$ cat src/dmpc_pkg.sv
package dmpc_pkg;

   localparam int H_W        = 12;
   localparam int MAR_W      = 8;
   localparam int SPD_W      = 8;
   localparam int TIME_W     = 32;
   localparam int OP_W       = 3;
   localparam int MOT_W      = 2;
   localparam int STS_W      = 2;
   localparam int CSR_IDX_W  = 3;
   localparam int CSR_DATA_W = 12;

   // travel so far kept as quotient and remainder of speed * elapsed / 1000
   localparam int Q_W        = 12;
   localparam int R_W        = 10;
   localparam int MS_PER_S   = 1000;
   localparam int PROD_W     = SPD_W + TIME_W;

   // reciprocal for products below 2^22: floor(x / 1000) = (x * RECIP) >> 32
   localparam int SMALL_W     = 22;
   localparam int RECIP_W     = 23;
   localparam int RECIP_SHIFT = 32;
   localparam logic [RECIP_W-1:0] RECIP       = RECIP_W'(4294968);
   localparam logic [PROD_W-1:0]  Q_SAT_LIMIT = PROD_W'(4095000);

   localparam logic [H_W-1:0]  H_MAX  = {H_W{1'b1}};
   localparam logic [Q_W-1:0]  Q_MAX  = {Q_W{1'b1}};
   localparam logic [TIME_W-1:0] TIME_MAX = {TIME_W{1'b1}};

   localparam logic [H_W-1:0]   MIN_HEIGHT_RST = H_W'(600);
   localparam logic [H_W-1:0]   MAX_HEIGHT_RST = H_W'(1300);
   localparam logic [MAR_W-1:0] MARGIN_RST     = MAR_W'(10);
   localparam logic [SPD_W-1:0] UP_SPEED_RST   = SPD_W'(30);
   localparam logic [SPD_W-1:0] DOWN_SPEED_RST = SPD_W'(30);

   typedef enum logic [OP_W-1:0] {
      OP_TICK   = 3'd0,
      OP_UP     = 3'd1,
      OP_DOWN   = 3'd2,
      OP_STOP   = 3'd3,
      OP_TARGET = 3'd4,
      OP_LOAD   = 3'd5
   } opcode_type;

   typedef enum logic [MOT_W-1:0] {
      MOT_STOP = 2'd0,
      MOT_UP   = 2'd1,
      MOT_DOWN = 2'd2
   } motion_type;

   typedef enum logic [STS_W-1:0] {
      STS_ACCEPTED     = 2'd0,
      STS_AT_TARGET    = 2'd1,
      STS_OUT_OF_RANGE = 2'd2
   } status_type;

   typedef enum logic [CSR_IDX_W-1:0] {
      CSR_MIN_HEIGHT = 3'd0,
      CSR_MAX_HEIGHT = 3'd1,
      CSR_MARGIN     = 3'd2,
      CSR_UP_SPEED   = 3'd3,
      CSR_DOWN_SPEED = 3'd4
   } csr_index_type;

   typedef struct packed {
      logic [H_W-1:0]   min_height;
      logic [H_W-1:0]   max_height;
      logic [MAR_W-1:0] margin;
      logic [SPD_W-1:0] up_speed;
      logic [SPD_W-1:0] down_speed;
   } cfg_type;

   typedef struct packed {
      logic [OP_W-1:0]   opcode;
      logic [TIME_W-1:0] duration_ms;
      logic [H_W-1:0]    target_mm;
      logic [H_W-1:0]    load_height_mm;
   } req_item_type;

   typedef struct packed {
      logic             motor_up;
      logic             motor_down;
      logic [H_W-1:0]   height_mm;
      logic [MOT_W-1:0] motion;
      logic             position_saved;
      logic [STS_W-1:0] command_status;
   } rsp_item_type;

   typedef struct packed {
      logic [Q_W-1:0] q;
      logic [R_W-1:0] r;
   } qr_type;

   typedef struct packed {
      logic   load;
      qr_type up;
      qr_type down;
   } rescale_type;

   // one more millisecond of travel at speed spd
   function automatic qr_type qr_step(input qr_type qr, input logic [SPD_W-1:0] spd);
      logic [R_W:0] rs;
      qr_type       res;
      rs  = {1'b0, qr.r} + (R_W+1)'(spd);
      res = qr;
      if (rs >= (R_W+1)'(MS_PER_S)) begin
         res.r = R_W'(rs - (R_W+1)'(MS_PER_S));
         if (qr.q != Q_MAX) begin
            res.q = qr.q + 1'b1;
         end
      end else begin
         res.r = rs[R_W-1:0];
      end
      return res;
   endfunction

endpackage

$ cat src/dmpc_if.sv
interface dmpc_req_if;
   import dmpc_pkg::*;

   logic              valid;
   logic              ready;
   logic [OP_W-1:0]   opcode;
   logic [TIME_W-1:0] duration_ms;
   logic [H_W-1:0]    target_mm;
   logic [H_W-1:0]    load_height_mm;

   modport source (output valid, output opcode, output duration_ms, output target_mm,
                   output load_height_mm, input ready);
   modport sink   (input valid, input opcode, input duration_ms, input target_mm,
                   input load_height_mm, output ready);
endinterface

interface dmpc_rsp_if;
   import dmpc_pkg::*;

   logic             valid;
   logic             ready;
   logic             motor_up;
   logic             motor_down;
   logic [H_W-1:0]   height_mm;
   logic [MOT_W-1:0] motion;
   logic             position_saved;
   logic [STS_W-1:0] command_status;

   modport source (output valid, output motor_up, output motor_down, output height_mm,
                   output motion, output position_saved, output command_status,
                   input ready);
   modport sink   (input valid, input motor_up, input motor_down, input height_mm,
                   input motion, input position_saved, input command_status,
                   output ready);
endinterface

$ cat src/dmpc_csr.sv
module dmpc_csr (
   input  logic                               clock,
   input  logic                               reset,
   input  logic                               csr_we,
   input  logic [dmpc_pkg::CSR_IDX_W-1:0]     csr_index,
   input  logic [dmpc_pkg::CSR_DATA_W-1:0]    csr_wdata,
   output dmpc_pkg::cfg_type                  cfg,
   output logic                               speed_wr
);
   import dmpc_pkg::*;

   cfg_type cfg_ff;
   cfg_type cfg_in;

   always_comb begin
      cfg_in   = cfg_ff;
      speed_wr = 1'b0;
      if (csr_we) begin
         unique case (csr_index_type'(csr_index))
            CSR_MIN_HEIGHT: cfg_in.min_height = csr_wdata[H_W-1:0];
            CSR_MAX_HEIGHT: cfg_in.max_height = csr_wdata[H_W-1:0];
            CSR_MARGIN:     cfg_in.margin     = csr_wdata[MAR_W-1:0];
            CSR_UP_SPEED: begin
               cfg_in.up_speed = csr_wdata[SPD_W-1:0];
               speed_wr        = 1'b1;
            end
            CSR_DOWN_SPEED: begin
               cfg_in.down_speed = csr_wdata[SPD_W-1:0];
               speed_wr          = 1'b1;
            end
            default: ;
         endcase
      end
   end

   always_ff @(posedge clock) begin
      if (reset) begin
         cfg_ff.min_height <= MIN_HEIGHT_RST;
         cfg_ff.max_height <= MAX_HEIGHT_RST;
         cfg_ff.margin     <= MARGIN_RST;
         cfg_ff.up_speed   <= UP_SPEED_RST;
         cfg_ff.down_speed <= DOWN_SPEED_RST;
      end else begin
         cfg_ff <= cfg_in;
      end
   end

   assign cfg = cfg_ff;

endmodule

$ cat src/dmpc_rescale.sv
module dmpc_rescale (
   input  logic                           clock,
   input  logic                           reset,
   input  dmpc_pkg::cfg_type              cfg,
   input  logic [dmpc_pkg::TIME_W-1:0]    elapsed,
   input  logic                           speed_wr,
   output dmpc_pkg::rescale_type          rescale,
   output logic                           busy
);
   import dmpc_pkg::*;

   localparam int LANES = 2;
   localparam int MUL_W = SMALL_W + RECIP_W;

   logic [1:0]        cnt_ff;
   logic [1:0]        cnt_in;
   logic [PROD_W-1:0] prod_ff [LANES];
   logic [PROD_W-1:0] prod_in [LANES];
   logic [Q_W-1:0]    quo_ff  [LANES];
   logic [Q_W-1:0]    quo_in  [LANES];
   logic [MUL_W-1:0]  recip_prod [LANES];
   logic [SMALL_W-1:0] rem_full  [LANES];
   logic [SPD_W-1:0]  lane_speed [LANES];
   qr_type            lane_qr    [LANES];

   assign lane_speed[0] = cfg.up_speed;
   assign lane_speed[1] = cfg.down_speed;

   // speed * elapsed, then quotient by reciprocal, then remainder
   always_comb begin
      for (int i = 0; i < LANES; i++) begin
         prod_in[i]    = PROD_W'(lane_speed[i]) * PROD_W'(elapsed);
         recip_prod[i] = MUL_W'(prod_ff[i][SMALL_W-1:0]) * MUL_W'(RECIP);
         if (prod_ff[i] >= Q_SAT_LIMIT) begin
            quo_in[i] = Q_MAX;
         end else begin
            quo_in[i] = recip_prod[i][RECIP_SHIFT +: Q_W];
         end
         rem_full[i]   = prod_ff[i][SMALL_W-1:0]
                         - SMALL_W'(quo_ff[i]) * SMALL_W'(MS_PER_S);
         lane_qr[i].q  = quo_ff[i];
         lane_qr[i].r  = (quo_ff[i] == Q_MAX) ? '0 : rem_full[i][R_W-1:0];
      end
   end

   always_comb begin
      if (speed_wr) begin
         cnt_in = 2'd3;
      end else if (cnt_ff != 2'd0) begin
         cnt_in = cnt_ff - 2'd1;
      end else begin
         cnt_in = cnt_ff;
      end
   end

   always_ff @(posedge clock) begin
      if (reset) begin
         cnt_ff <= 2'd0;
      end else begin
         cnt_ff <= cnt_in;
      end
   end

   always_ff @(posedge clock) begin
      for (int i = 0; i < LANES; i++) begin
         prod_ff[i] <= prod_in[i];
         quo_ff[i]  <= quo_in[i];
      end
   end

   assign busy         = (cnt_ff != 2'd0);
   assign rescale.load = (cnt_ff == 2'd1);
   assign rescale.up   = lane_qr[0];
   assign rescale.down = lane_qr[1];

endmodule

$ cat src/dmpc_core.sv
module dmpc_core (
   input  logic                           clock,
   input  logic                           reset,
   input  logic                           step,
   input  dmpc_pkg::req_item_type         item,
   input  dmpc_pkg::cfg_type              cfg,
   input  dmpc_pkg::rescale_type          rescale,
   output logic [dmpc_pkg::TIME_W-1:0]    elapsed,
   output dmpc_pkg::rsp_item_type         result
);
   import dmpc_pkg::*;

   logic [H_W-1:0]    current_ff, current_in;
   logic [H_W-1:0]    base_ff,    base_in;
   logic [TIME_W-1:0] elapsed_ff, elapsed_in;
   motion_type        actual_ff,  actual_in;
   motion_type        wanted_ff,  wanted_in;
   logic [TIME_W-1:0] limit_ff,   limit_in;
   logic [H_W-1:0]    target_ff,  target_in;
   qr_type            up_ff,      up_in;
   qr_type            down_ff,    down_in;

   // thresholds, widened so that nothing wraps
   logic signed [H_W+1:0] top_s;
   logic        [H_W:0]   bottom;
   logic signed [H_W+1:0] win_lo;
   logic        [H_W:0]   win_hi;

   // tick path
   logic              inc;
   logic [TIME_W-1:0] el1, el2;
   qr_type            up1, down1, up2, down2;
   logic [H_W:0]      up_sum;
   logic [H_W-1:0]    h;
   motion_type        act2;
   logic [H_W-1:0]    base2;
   logic              saved2;
   logic              above, below, in_win, timeout, stop_req;

   // move to target path
   logic signed [H_W:0] diff;
   logic        [H_W:0] abs_diff;
   logic                at_target, in_range;

   logic       saved;
   status_type status;

   assign top_s  = $signed({2'b00, cfg.max_height}) - $signed({6'b0, cfg.margin});
   assign bottom = {1'b0, cfg.min_height} + (H_W+1)'(cfg.margin);
   assign win_lo = $signed({2'b00, target_ff}) - $signed({6'b0, cfg.margin});
   assign win_hi = {1'b0, target_ff} + (H_W+1)'(cfg.margin);

   always_comb begin
      inc   = (actual_ff != MOT_STOP) && (elapsed_ff != TIME_MAX);
      el1   = elapsed_ff + TIME_W'(inc);
      up1   = inc ? qr_step(up_ff, cfg.up_speed) : up_ff;
      down1 = inc ? qr_step(down_ff, cfg.down_speed) : down_ff;

      up_sum = {1'b0, base_ff} + {1'b0, up1.q};
      unique case (actual_ff)
         MOT_UP:   h = up_sum[H_W] ? H_MAX : up_sum[H_W-1:0];
         MOT_DOWN: begin
            if (base_ff > down1.q) begin
               h = base_ff - down1.q - H_W'(down1.r != '0);
            end else begin
               h = '0;
            end
         end
         default:  h = current_ff;
      endcase

      above = $signed({2'b00, h}) > top_s;
      below = {1'b0, h} < bottom;

      act2   = actual_ff;
      base2  = base_ff;
      el2    = el1;
      up2    = up1;
      down2  = down1;
      saved2 = 1'b0;
      if (actual_ff != wanted_ff) begin
         unique case (wanted_ff)
            MOT_UP: begin
               if (!above) act2 = MOT_UP;
            end
            MOT_DOWN: begin
               if (!below) act2 = MOT_DOWN;
            end
            default: begin
               // stop takes effect: rebase and restart the travel count
               act2   = MOT_STOP;
               base2  = h;
               el2    = '0;
               up2    = '0;
               down2  = '0;
               saved2 = 1'b1;
            end
         endcase
      end

      in_win   = ($signed({2'b00, h}) > win_lo) && ({1'b0, h} < win_hi);
      timeout  = (act2 != MOT_STOP) && (limit_ff != '0) && (el2 >= limit_ff);
      stop_req = timeout || ((act2 == MOT_UP) && above)
                 || ((act2 == MOT_DOWN) && below) || in_win;
   end

   always_comb begin
      diff      = $signed({1'b0, current_ff}) - $signed({1'b0, item.target_mm});
      abs_diff  = diff[H_W] ? (H_W+1)'(-diff) : diff;
      at_target = abs_diff <= (H_W+1)'(cfg.margin);
      in_range  = ({1'b0, item.target_mm} > bottom)
                  && ($signed({2'b00, item.target_mm}) < top_s);
   end

   always_comb begin
      current_in = current_ff;
      base_in    = base_ff;
      elapsed_in = elapsed_ff;
      actual_in  = actual_ff;
      wanted_in  = wanted_ff;
      limit_in   = limit_ff;
      target_in  = target_ff;
      up_in      = up_ff;
      down_in    = down_ff;
      saved      = 1'b0;
      status     = STS_ACCEPTED;
      if (step) begin
         unique case (opcode_type'(item.opcode))
            OP_TICK: begin
               current_in = h;
               base_in    = base2;
               elapsed_in = el2;
               actual_in  = act2;
               up_in      = up2;
               down_in    = down2;
               saved      = saved2;
               if (stop_req) begin
                  wanted_in = MOT_STOP;
                  limit_in  = '0;
               end
            end
            OP_UP: begin
               wanted_in = MOT_UP;
               limit_in  = item.duration_ms;
            end
            OP_DOWN: begin
               wanted_in = MOT_DOWN;
               limit_in  = item.duration_ms;
            end
            OP_STOP: begin
               wanted_in = MOT_STOP;
               limit_in  = '0;
            end
            OP_TARGET: begin
               if (at_target) begin
                  status = STS_AT_TARGET;
               end else if (!in_range) begin
                  status = STS_OUT_OF_RANGE;
               end else begin
                  target_in = item.target_mm;
                  wanted_in = (current_ff < item.target_mm) ? MOT_UP : MOT_DOWN;
               end
            end
            OP_LOAD: begin
               current_in = item.load_height_mm;
               base_in    = item.load_height_mm;
            end
            default: ;
         endcase
      end
      if (rescale.load) begin
         up_in   = rescale.up;
         down_in = rescale.down;
      end
   end

   always_ff @(posedge clock) begin
      if (reset) begin
         current_ff <= '0;
         base_ff    <= '0;
         elapsed_ff <= '0;
         actual_ff  <= MOT_STOP;
         wanted_ff  <= MOT_STOP;
         limit_ff   <= '0;
         target_ff  <= '0;
         up_ff      <= '0;
         down_ff    <= '0;
      end else begin
         current_ff <= current_in;
         base_ff    <= base_in;
         elapsed_ff <= elapsed_in;
         actual_ff  <= actual_in;
         wanted_ff  <= wanted_in;
         limit_ff   <= limit_in;
         target_ff  <= target_in;
         up_ff      <= up_in;
         down_ff    <= down_in;
      end
   end

   assign elapsed = elapsed_ff;

   assign result.motor_up       = (actual_in == MOT_UP);
   assign result.motor_down     = (actual_in == MOT_DOWN);
   assign result.height_mm      = current_in;
   assign result.motion         = actual_in;
   assign result.position_saved = saved;
   assign result.command_status = status;

endmodule

$ cat src/desk_motor_position_controller.sv
// Desk motor controller with dead-reckoned height estimate.
// req_ch carries one command per transfer: tick (one millisecond passes), move up,
// move down, stop, move to target or load position. Every request yields exactly
// one rsp_ch transfer with the motor pin levels, estimated height, motion, the
// position_saved pulse and the command status, in request order.
// The csr_ port writes the five registers (min, max, margin, up and down speed)
// with no read-back; write them only while no request is in flight.
// A request is captured in the input register, evaluated in a single pass once
// the output register is free, and captured in the output register that drives
// rsp_ch. One request is taken per cycle while rsp_ch is ready and no rescale runs.
// Travel is kept as quotient and remainder of speed * elapsed / 1000, so a tick
// needs only an add and a compare. A write to either speed register rescales
// those counts through a pipelined multiply; req_ch.ready is low during the write
// and while the rescale is busy.
// Reset (synchronous, active high) restores the default registers, stops both
// motors and clears height, timer and target.
// A stalled rsp_ch holds its result; the input register still takes one more
// request, then req_ch.ready drops until the output moves.
module desk_motor_position_controller (
   input  logic                              clock,
   input  logic                              reset,
   dmpc_req_if.sink                          req_ch,
   dmpc_rsp_if.source                        rsp_ch,
   input  logic                              csr_we,
   input  logic [dmpc_pkg::CSR_IDX_W-1:0]    csr_index,
   input  logic [dmpc_pkg::CSR_DATA_W-1:0]   csr_wdata
);
   import dmpc_pkg::*;

   cfg_type      cfg;
   logic         speed_wr;
   rescale_type  rescale;
   logic         busy;
   logic [TIME_W-1:0] elapsed;

   logic         in_valid_ff, in_valid_in;
   req_item_type in_item_ff,  in_item_in;
   logic         out_valid_ff, out_valid_in;
   rsp_item_type out_item_ff,  out_item_in;
   logic         advance;
   logic         req_xfer;

   assign advance      = in_valid_ff && (!out_valid_ff || rsp_ch.ready);
   assign req_ch.ready = (!in_valid_ff || advance) && !busy && !speed_wr;
   assign req_xfer     = req_ch.valid && req_ch.ready;

   assign in_item_in.opcode         = req_ch.opcode;
   assign in_item_in.duration_ms    = req_ch.duration_ms;
   assign in_item_in.target_mm      = req_ch.target_mm;
   assign in_item_in.load_height_mm = req_ch.load_height_mm;

   always_comb begin
      if (req_xfer) begin
         in_valid_in = 1'b1;
      end else if (advance) begin
         in_valid_in = 1'b0;
      end else begin
         in_valid_in = in_valid_ff;
      end

      if (advance) begin
         out_valid_in = 1'b1;
      end else if (rsp_ch.ready) begin
         out_valid_in = 1'b0;
      end else begin
         out_valid_in = out_valid_ff;
      end
   end

   always_ff @(posedge clock) begin
      if (reset) begin
         in_valid_ff  <= 1'b0;
         out_valid_ff <= 1'b0;
      end else begin
         in_valid_ff  <= in_valid_in;
         out_valid_ff <= out_valid_in;
      end
   end

   always_ff @(posedge clock) begin
      if (req_xfer) begin
         in_item_ff <= in_item_in;
      end
      if (advance) begin
         out_item_ff <= out_item_in;
      end
   end

   dmpc_csr u_csr (
      .clock     (clock),
      .reset     (reset),
      .csr_we    (csr_we),
      .csr_index (csr_index),
      .csr_wdata (csr_wdata),
      .cfg       (cfg),
      .speed_wr  (speed_wr)
   );

   dmpc_rescale u_rescale (
      .clock    (clock),
      .reset    (reset),
      .cfg      (cfg),
      .elapsed  (elapsed),
      .speed_wr (speed_wr),
      .rescale  (rescale),
      .busy     (busy)
   );

   dmpc_core u_core (
      .clock   (clock),
      .reset   (reset),
      .step    (advance),
      .item    (in_item_ff),
      .cfg     (cfg),
      .rescale (rescale),
      .elapsed (elapsed),
      .result  (out_item_in)
   );

   assign rsp_ch.valid          = out_valid_ff;
   assign rsp_ch.motor_up       = out_item_ff.motor_up;
   assign rsp_ch.motor_down     = out_item_ff.motor_down;
   assign rsp_ch.height_mm      = out_item_ff.height_mm;
   assign rsp_ch.motion         = out_item_ff.motion;
   assign rsp_ch.position_saved = out_item_ff.position_saved;
   assign rsp_ch.command_status = out_item_ff.command_status;

endmodule

$ cat src/flat_wrapper.sv
// flat-port wrapper written by rule: the top's interface ports become plain ports
module desk_motor_position_controller_flat import dmpc_pkg::*;
  (clock, reset, csr_we, csr_index, csr_wdata, req_ch_valid, req_ch_opcode, req_ch_duration_ms, req_ch_target_mm, req_ch_load_height_mm, req_ch_ready, rsp_ch_valid, rsp_ch_motor_up, rsp_ch_motor_down, rsp_ch_height_mm, rsp_ch_motion, rsp_ch_position_saved, rsp_ch_command_status, rsp_ch_ready);
  dmpc_req_if req_ch_i ();
  dmpc_rsp_if rsp_ch_i ();
  input  logic clock;
  input  logic reset;
  input  logic csr_we;
  input  logic [dmpc_pkg::CSR_IDX_W-1:0] csr_index;
  input  logic [dmpc_pkg::CSR_DATA_W-1:0] csr_wdata;
  input wire logic [$bits(req_ch_i.valid)-1:0] req_ch_valid;
  input wire logic [$bits(req_ch_i.opcode)-1:0] req_ch_opcode;
  input wire logic [$bits(req_ch_i.duration_ms)-1:0] req_ch_duration_ms;
  input wire logic [$bits(req_ch_i.target_mm)-1:0] req_ch_target_mm;
  input wire logic [$bits(req_ch_i.load_height_mm)-1:0] req_ch_load_height_mm;
  output wire logic [$bits(req_ch_i.ready)-1:0] req_ch_ready;
  output wire logic [$bits(rsp_ch_i.valid)-1:0] rsp_ch_valid;
  output wire logic [$bits(rsp_ch_i.motor_up)-1:0] rsp_ch_motor_up;
  output wire logic [$bits(rsp_ch_i.motor_down)-1:0] rsp_ch_motor_down;
  output wire logic [$bits(rsp_ch_i.height_mm)-1:0] rsp_ch_height_mm;
  output wire logic [$bits(rsp_ch_i.motion)-1:0] rsp_ch_motion;
  output wire logic [$bits(rsp_ch_i.position_saved)-1:0] rsp_ch_position_saved;
  output wire logic [$bits(rsp_ch_i.command_status)-1:0] rsp_ch_command_status;
  input wire logic [$bits(rsp_ch_i.ready)-1:0] rsp_ch_ready;
  assign req_ch_i.valid = req_ch_valid;
  assign req_ch_i.opcode = req_ch_opcode;
  assign req_ch_i.duration_ms = req_ch_duration_ms;
  assign req_ch_i.target_mm = req_ch_target_mm;
  assign req_ch_i.load_height_mm = req_ch_load_height_mm;
  assign req_ch_ready = req_ch_i.ready;
  assign rsp_ch_valid = rsp_ch_i.valid;
  assign rsp_ch_motor_up = rsp_ch_i.motor_up;
  assign rsp_ch_motor_down = rsp_ch_i.motor_down;
  assign rsp_ch_height_mm = rsp_ch_i.height_mm;
  assign rsp_ch_motion = rsp_ch_i.motion;
  assign rsp_ch_position_saved = rsp_ch_i.position_saved;
  assign rsp_ch_command_status = rsp_ch_i.command_status;
  assign rsp_ch_i.ready = rsp_ch_ready;
  desk_motor_position_controller u_core (.clock(clock), .reset(reset), .req_ch(req_ch_i), .rsp_ch(rsp_ch_i), .csr_we(csr_we), .csr_index(csr_index), .csr_wdata(csr_wdata));
endmodule
$ cat config.mk
export PLATFORM = sky130hd
export DESIGN_NAME = desk_motor_position_controller_flat
export DESIGN_NICKNAME = d
export VERILOG_FILES = /design/src/dmpc_pkg.sv /design/src/dmpc_if.sv /design/src/dmpc_csr.sv /design/src/dmpc_rescale.sv /design/src/dmpc_core.sv /design/src/desk_motor_position_controller.sv /design/src/flat_wrapper.sv
export SDC_FILE = /design/constraint.sdc
export NUM_CORES = 2
export LEC_CHECK = 0
export BUFFER_PORTS_ARGS = -buffer_cell sky130_fd_sc_hd__buf_2
export CAP_MARGIN = 20
export CORE_UTILIZATION = 30
export DETAILED_ROUTE_END_ITERATION = 10
export GPL_TIMING_DRIVEN = 0
export PLACE_DENSITY = 0.56
export SLEW_MARGIN = 20
export SYNTH_ARGS = -nofsm -noshare
export SYNTH_HDL_FRONTEND = slang
export SYNTH_SLANG_ARGS = --single-unit
$ cat constraint.sdc
create_clock -name clock -period 24.8 [get_ports clock]
set_input_delay 7.44 -clock clock [delete_from_list [all_inputs] [get_ports clock]]
set_output_delay 7.44 -clock clock [all_outputs]
set_load 0.005 [all_outputs]
---- Word-level counts from Yosys, hierarchy flattened ----
Memory sizes are Yosys's and may differ from the RTL's.
Index checks and enable logic that the tools add are counted.
storage, ports and cells
  bits in registers ....................... 278
  bits in writable memories ............... 104
  input bits .............................. 79
  output and inout port bits .............. 21
  word-level logic and storage cells ...... 210
  memories kept ........................... 2
operators by class
  $add $sub $neg .......................... 19
  multipliers ............................. 6
  order comparisons ....................... 14
  equality and inequality tests ........... 29
  multiplexer cells ....................... 57
  bitwise gates (word level) .............. 2
  reduce and logical (&&, ||, !) cells .... 51
memory list
  memory                    words  bits a word  read ports  clocked after memory_dff  wr ports  RTL line            text
  u_core.u_rescale.prod_ff  2      40           2           0                         2         dmpc_rescale.sv:17  logic [PROD_W-1:0] prod_ff [LANES];
  u_core.u_rescale.quo_ff   2      12           2           0                         2         dmpc_rescale.sv:19  logic [Q_W-1:0] quo_ff [LANES];
operators by type and width
  operator                  number
  $mux W22                  12
  $mux W12                  11
  $mux W32                  3
  $pmux W32 S3              1
  $mul A22 B20 Y41 const B  2
  $ge A40 B22 Y1 const B    2
  $mul A8 B32 Y40           2
  $pmux W12 S2              3
  $mux W10                  4
  $add A32 B1 Y32           1
  $ge A32 B32 Y1            1
  $ne A32 B32 Y1 const B    1
  $reduce_bool A32 Y1       1
  $add A12 B8 Y13           2
  $lt A12 B13 Y1            2
  $sub A12 B8 Y13           2
  $add A12 B1 Y12 const B   2
  $eq A12 B12 Y1 const B    2
  $mul A12 B7 Y7 const B    2
  $mux W2                   12
  $ne A12 B12 Y1 const B    2
  $add A10 B8 Y11           2
  $ge A11 B10 Y1 const B    2
  $sub A10 B10 Y10          2
  39 further kinds          102

---- Depth between registers and ports, before layout ----
  depth after elaboration ................. 20
  gate-level depth with buffers ........... 41
  mapped depth without buffers ............ 38

---- Hierarchy ----
From an unflattened synthesis, not the netlist that was laid out.
second synthesis, totals
  cell total of the unflattened synthesis .. 5,766
  area total of the unflattened synthesis .. 51,346.7 µm²
by module, submodules not included
  module                          times used  cells each  area an instance (µm²)  seq. area each (µm²)
  dmpc_rescale                    1           3,376       31,002.2                2,122.0
  dmpc_core                       1           2,116       15,955.3                2,962.8
  desk_motor_position_controller  1           89          2,442.3                 2,382.3
  dmpc_csr                        1           185         1,946.9                 960.9

---- Least setup slack after synthesis ----
Ideal clock, no wire load.
  kind .................................... input to output
  from .................................... input port csr_index[1] (netlist name)
  to ...................................... output port req_ch_ready
  arrival ................................. 8.515 ns
  required time ........................... 17.360 ns
  path slack .............................. 8.845 ns
  stages .................................. 5
  buffers on the path ..................... 1
  cell sequence ........................... nand2b_1 > nor3b_1 > buf_1 > nor2_1 > and3_1
on the way
  cells in the longest elaborated chain, start to end .. 6
  elaborated cells between the ends (all ways) .. 7
  those cells by class .................... eq/ne: 2; mux: 2; reduce/logical: 3
RTL lines
  item                                          RTL line                              text
  from (decl)                                   flat_wrapper.sv:9                     input logic [dmpc_pkg::CSR_IDX_W-1:0] csr_index;
  $eq A3 B2 Y1 or $eq A3 B3 Y1 (tied branches)  dmpc_csr.sv:19                        unique case (csr_index_type'(csr_index))
  $reduce_or A2 Y1 (no source line) *           n/a
  $mux W1 *                                     dmpc_csr.sv:19
  $mux W1 *                                     dmpc_csr.sv:18                        if (csr_we) begin
  $logic_not A1 Y1 *                            desk_motor_position_controller.sv:44  assign req_ch.ready = (!in_valid_ff || advance) && !busy && !speed_wr;
  $logic_and A1 B1 Y1 *                         desk_motor_position_controller.sv:44
  to (decl)                                     flat_wrapper.sv:16                    output wire logic [$bits(req_ch_i.ready)-1:0] req_ch_ready;
Every way passes the cells marked *; elsewhere a longest branch is shown, timed or not.

---- Worst setup path after layout ----
Same ends and word-level chain as after synthesis.

==> impl_metrics.py <==
metrics = {
    "grt": {
        "grt_pass1_wl_um": 239000,
        "overflow": 0,
        "antenna_found_initial": 17,
        "grt_pass1_vias": 41100,
        "grtUsageTotal_pct": 18.0,
        "grt_max_degree": 59,
    },
    "setup_path": {
        "path_depth": 7,
        "ff2ff_path_depth": 40,
        "path_buf_inv": 3,
        "cp_slowest_cell": "buf_1",
        "reg2reg_from": "u_core.u_csr.cfg[0]$_SDFFE_PP0P_",
        "path_delay_family": "simple AND/OR/NAND/NOR gates",
        "cp_data_required_time_ns": 17.36,
        "path_class": "input pin to output port",
        "crit_chain": "buf_2 > nand2b_1 > nor3b_1 > buf_1 > nor2_1 > and3_1 > buf_2",
        "r2r_end": "u_core.u_core.limit_ff[21]$_SDFFE_PP0P_",
        "max_stage_delay_ns": 0.58,
        "r2r_setup_slack_ns": 13.55,
        "cp_max_fo": 9,
        "cp_common_cell": "buf_2",
        "cp-end-kind": "output port",
        "start_kind": "input pin",
        "critPathArrivalTime_ns": 9.44,
    },
    "sta": {
        "finClkSkew_ns": 0.0472,
        "fmax_mhz": 59.3,
        "fin_crit_sh_pct": 68.1,
        "tns_ns": 0,
        "finalHoldViolations": 0,
        "drv_slew": 0,
        "max-slew-margin-rel_pct": 23.4,
        "whs_ns": 0.469,
        "rsz0062_at_grt": "no",
        "finalCriticalPeriod_ns": 16.88,
        "tightest_slew_ns": 1.15,
        "setup_viol": 0,
    },
    "drt": {
        "ant_nets": 0,
        "wl_met3_um": 7500,
        "wl_met2_um": 72800,
        "first_iter_violations": 2873,
        "drc": 0,
        "met1_length_um": 69800,
        "num_vias": 40800,
        "vias_per_cell": 5.01,
        "wl_per_cell_um": 18.9,
        "dr.max_layer_used": "met5",
        "dr.pass1.iters": 6,
        "routed_wl_um": 154000,
    },
    "cts": {
        "numClockSinks": 382,
        "cts_inserted_buffers": 46,
        "clk_pin_slew_ns": 0.06,
        "cts_resized": 0,
        "cts_tree": "built",
        "clock_latency_ns": 0.65,
        "cts-root-buf": "clkbuf_16",
        "cts_buffer_depth": 3,
        "postCtsSetupBuffers": 0,
        "htreeDepth": 2,
        "ctsHoldBuffers": 0,
    },
    "synthesis": {
        "synthesis.nets": 7163,
        "synth.area.top_cells": "fa_1, ha_1, dfxtp_1",
        "async_reset_ff_share_pct": 0,
        "synthCells": 5753,
        "synth.distinct_cells": 110,
        "synth_enable_flop_cells": 78,
        "synth-seq-cells": 382,
        "synth_top_area_share_pct": 22.6,
        "synth_area_sq_mm": 0.0507,
        "synth-main-ff-cell": "dfxtp_1",
        "ys_seq_area_share_pct": 16.6,
        "syn_avg_cell_area_sq_um": 8.81,
        "ys_top_cells_by_count": "inv_1, ha_1, nand2_1",
        "yosysWarningCount": 0,
        "yosysTopAreaCell": "fa_1",
        "synth_most_common_cell": "inv_1",
    },
    "power": {
        "seqPwrFrac_pct": 35.0,
        "clkPwrFrac_pct": 34.2,
        "switching_share_pct": 36.1,
        "internal-power_mw": 1.34,
        "p_leak_nw": 25.2,
        "ir_drop_mv": 0.0538,
        "pwr-share-comb_pct": 30.8,
        "power_mw": 2.10,
        "power_density_mw_per_mm2": 37.7,
        "switching_power_mw": 0.758,
    },
    "die": {
        "die_y_um": 413,
        "rows": 150,
        "io_pins": 100,
        "die-area_sq_mm": 0.171,
        "die_width_um": 413,
        "start_util_pct": 30.3,
        "fp.coreArea_sq_mm": 0.167,
    },
    "hold_path": {
        "min_from": "u_core.u_csr.cfg[24]$_SDFFE_PP0P_",
        "min_path_type": "flop to flop",
        "worstHoldPathCells": 2,
        "min_to": "u_core.u_csr.cfg[24]$_SDFFE_PP0P_",
    },
    "place": {
        "gp_congestion": 0.907,
        "port_buffers": 99,
        "post-dp-hpwl_um": 128000,
    },
    "finish": {
        "final_util_pct": 33.2,
        "layout.nets": 7313,
        "layout-drive-gt1-share_pct": 4.80,
        "syn2layout_area_growth_pct": 9.83,
    },
    "status": {
        "status": "complete, no violations",
    },
    "job": {
        "drv_cap": 0,
    },
}
how the worst max path moves through the flow:
stage | endpoint | from | slack, ns
4_1_cts | req_ch_ready | csr_index[1] | 7.91
3_5_place_dp | req_ch_ready | csr_index[1] | 7.92
3_3_place_gp | req_ch_ready | csr_index[1] | 7.92
5_1_grt | req_ch_ready | csr_index[1] | 7.83
6_report | req_ch_ready | csr_index[1] | 7.92
2_1_floorplan | req_ch_ready | csr_index[1] | 8.84
registers in the layout (all words and copies together), names as in the netlist, 12 cells and up:
signal,count
u_core.u_rescale.prod_ff,80
u_core.in_item_ff,59
u_core.u_csr.cfg,48
u_core.u_core.elapsed,32
u_core.u_core.limit_ff,32
u_core.u_rescale.quo_ff,24
u_core.u_core.down_ff,22
u_core.u_core.up_ff,22
u_core.rsp_ch.height_mm,12
u_core.u_core.base_ff,12
u_core.u_core.current_ff,12
u_core.u_core.target_ff,12
cells in the final DEF (no fill, tap or decap), types with 10 or more instances in the layout:
cell | netlist | final
o21ai_1 | 10 | 11
and2_1 | 251 | 251
nor3_1 | 101 | 99
a21oi_1 | 297 | 296
a221oi_1 | 17 | 17
edfxtp_1 | 78 | 78
inv_1 | 894 | 893
a31oi_1 | 40 | 36
nand4_1 | 46 | 46
o21a_1 | 56 | 56
nand2_1 | 675 | 675
buf_2 | 9 | 109
a21o_1 | 66 | 66
o21ai_0 | 175 | 174
clkbuf_16 | 0 | 48
a31o_1 | 29 | 29
or2_2 | 14 | 14
diode_2 | 0 | 11
and3_1 | 35 | 35
nand3_1 | 81 | 81
buf_1 | 13 | 13
o21bai_1 | 26 | 26
o211ai_1 | 29 | 29
mux2i_1 | 35 | 35
ha_1 | 759 | 759
nor2b_1 | 43 | 43
nor4_1 | 25 | 25
a211oi_1 | 33 | 32
clkbuf_1 | 195 | 203
nand2b_1 | 43 | 43
xnor2_1 | 159 | 159
nor2_1 | 284 | 283
xor2_1 | 77 | 77
o31ai_1 | 16 | 16
a22oi_1 | 11 | 11
and4_1 | 10 | 10
fa_1 | 572 | 572
or3_1 | 23 | 23
dfxtp_1 | 304 | 304
power groups by stage:
stage,clock network [mW],registers [mW],logic [mW]
3_3_place_gp,0,0.748,0.616
2_1_floorplan,0,0.724,0.455
3_5_place_dp,0,0.746,0.634
4_1_cts,0.731,0.733,0.638
5_1_grt,0.753,0.737,0.713
6_report,0.717,0.734,0.645
metrics by stage:
step / instance area [sq um] / setup WS (ns) / cells
2_1_floorplan: 50700 / 8.84 / 5753
3_3_place_gp: 53900 / 7.92 / 8056
4_1_cts: 55600 / 7.91 / 8145
3_5_place_dp: 54000 / 7.92 / 8059
5_1_grt: 55600 / 7.83 / 8150
6_report: 55600 / 7.92 / 8156
cell type report:
cell class	instances	area, sq um
fillers	17600	112000
multi-input cells	4245	38000
flip-flops and latches	382	8430
inverters	897	3370
well taps	2204	2760
clock buffers	62	1290
plain buffers	229	940
repair buffers	102	556
clock inverters	24	293
diodes	11	27.5
worst register-to-register path, delay by kind of cell, from the launching register on:
kind,cells,cell delay (ns)
xor+xnor,1,0.24
buf+inv,4,0.85
mux,1,0.35
flops,1,0.52
compound gates,19,5.09
simple gates,8,1.70
fa+ha+maj,7,2.37
kinds of logic after synthesis:
kind of cell               Yosys count  share of synthesized area [%]
buffers and inverters             1126                           8.50
DFF                                382                           16.6
muxes                               47                          0.958
adders and majority gates         1331                           41.3
AOI/OAI and AO/OA                  949                           12.4
and+or+nand+nor                   1678                           15.9
xor gates and xnor gates           240                           4.23
routing by layer:
metal	up-vias	track usage [%]
met4	4	4.99
met3	227	1.63
met1	20200	24.5
met2	1077	30.4
met5	-	0
li1	19300	-
Note: power is estimated with default switching activity, not from simulation.
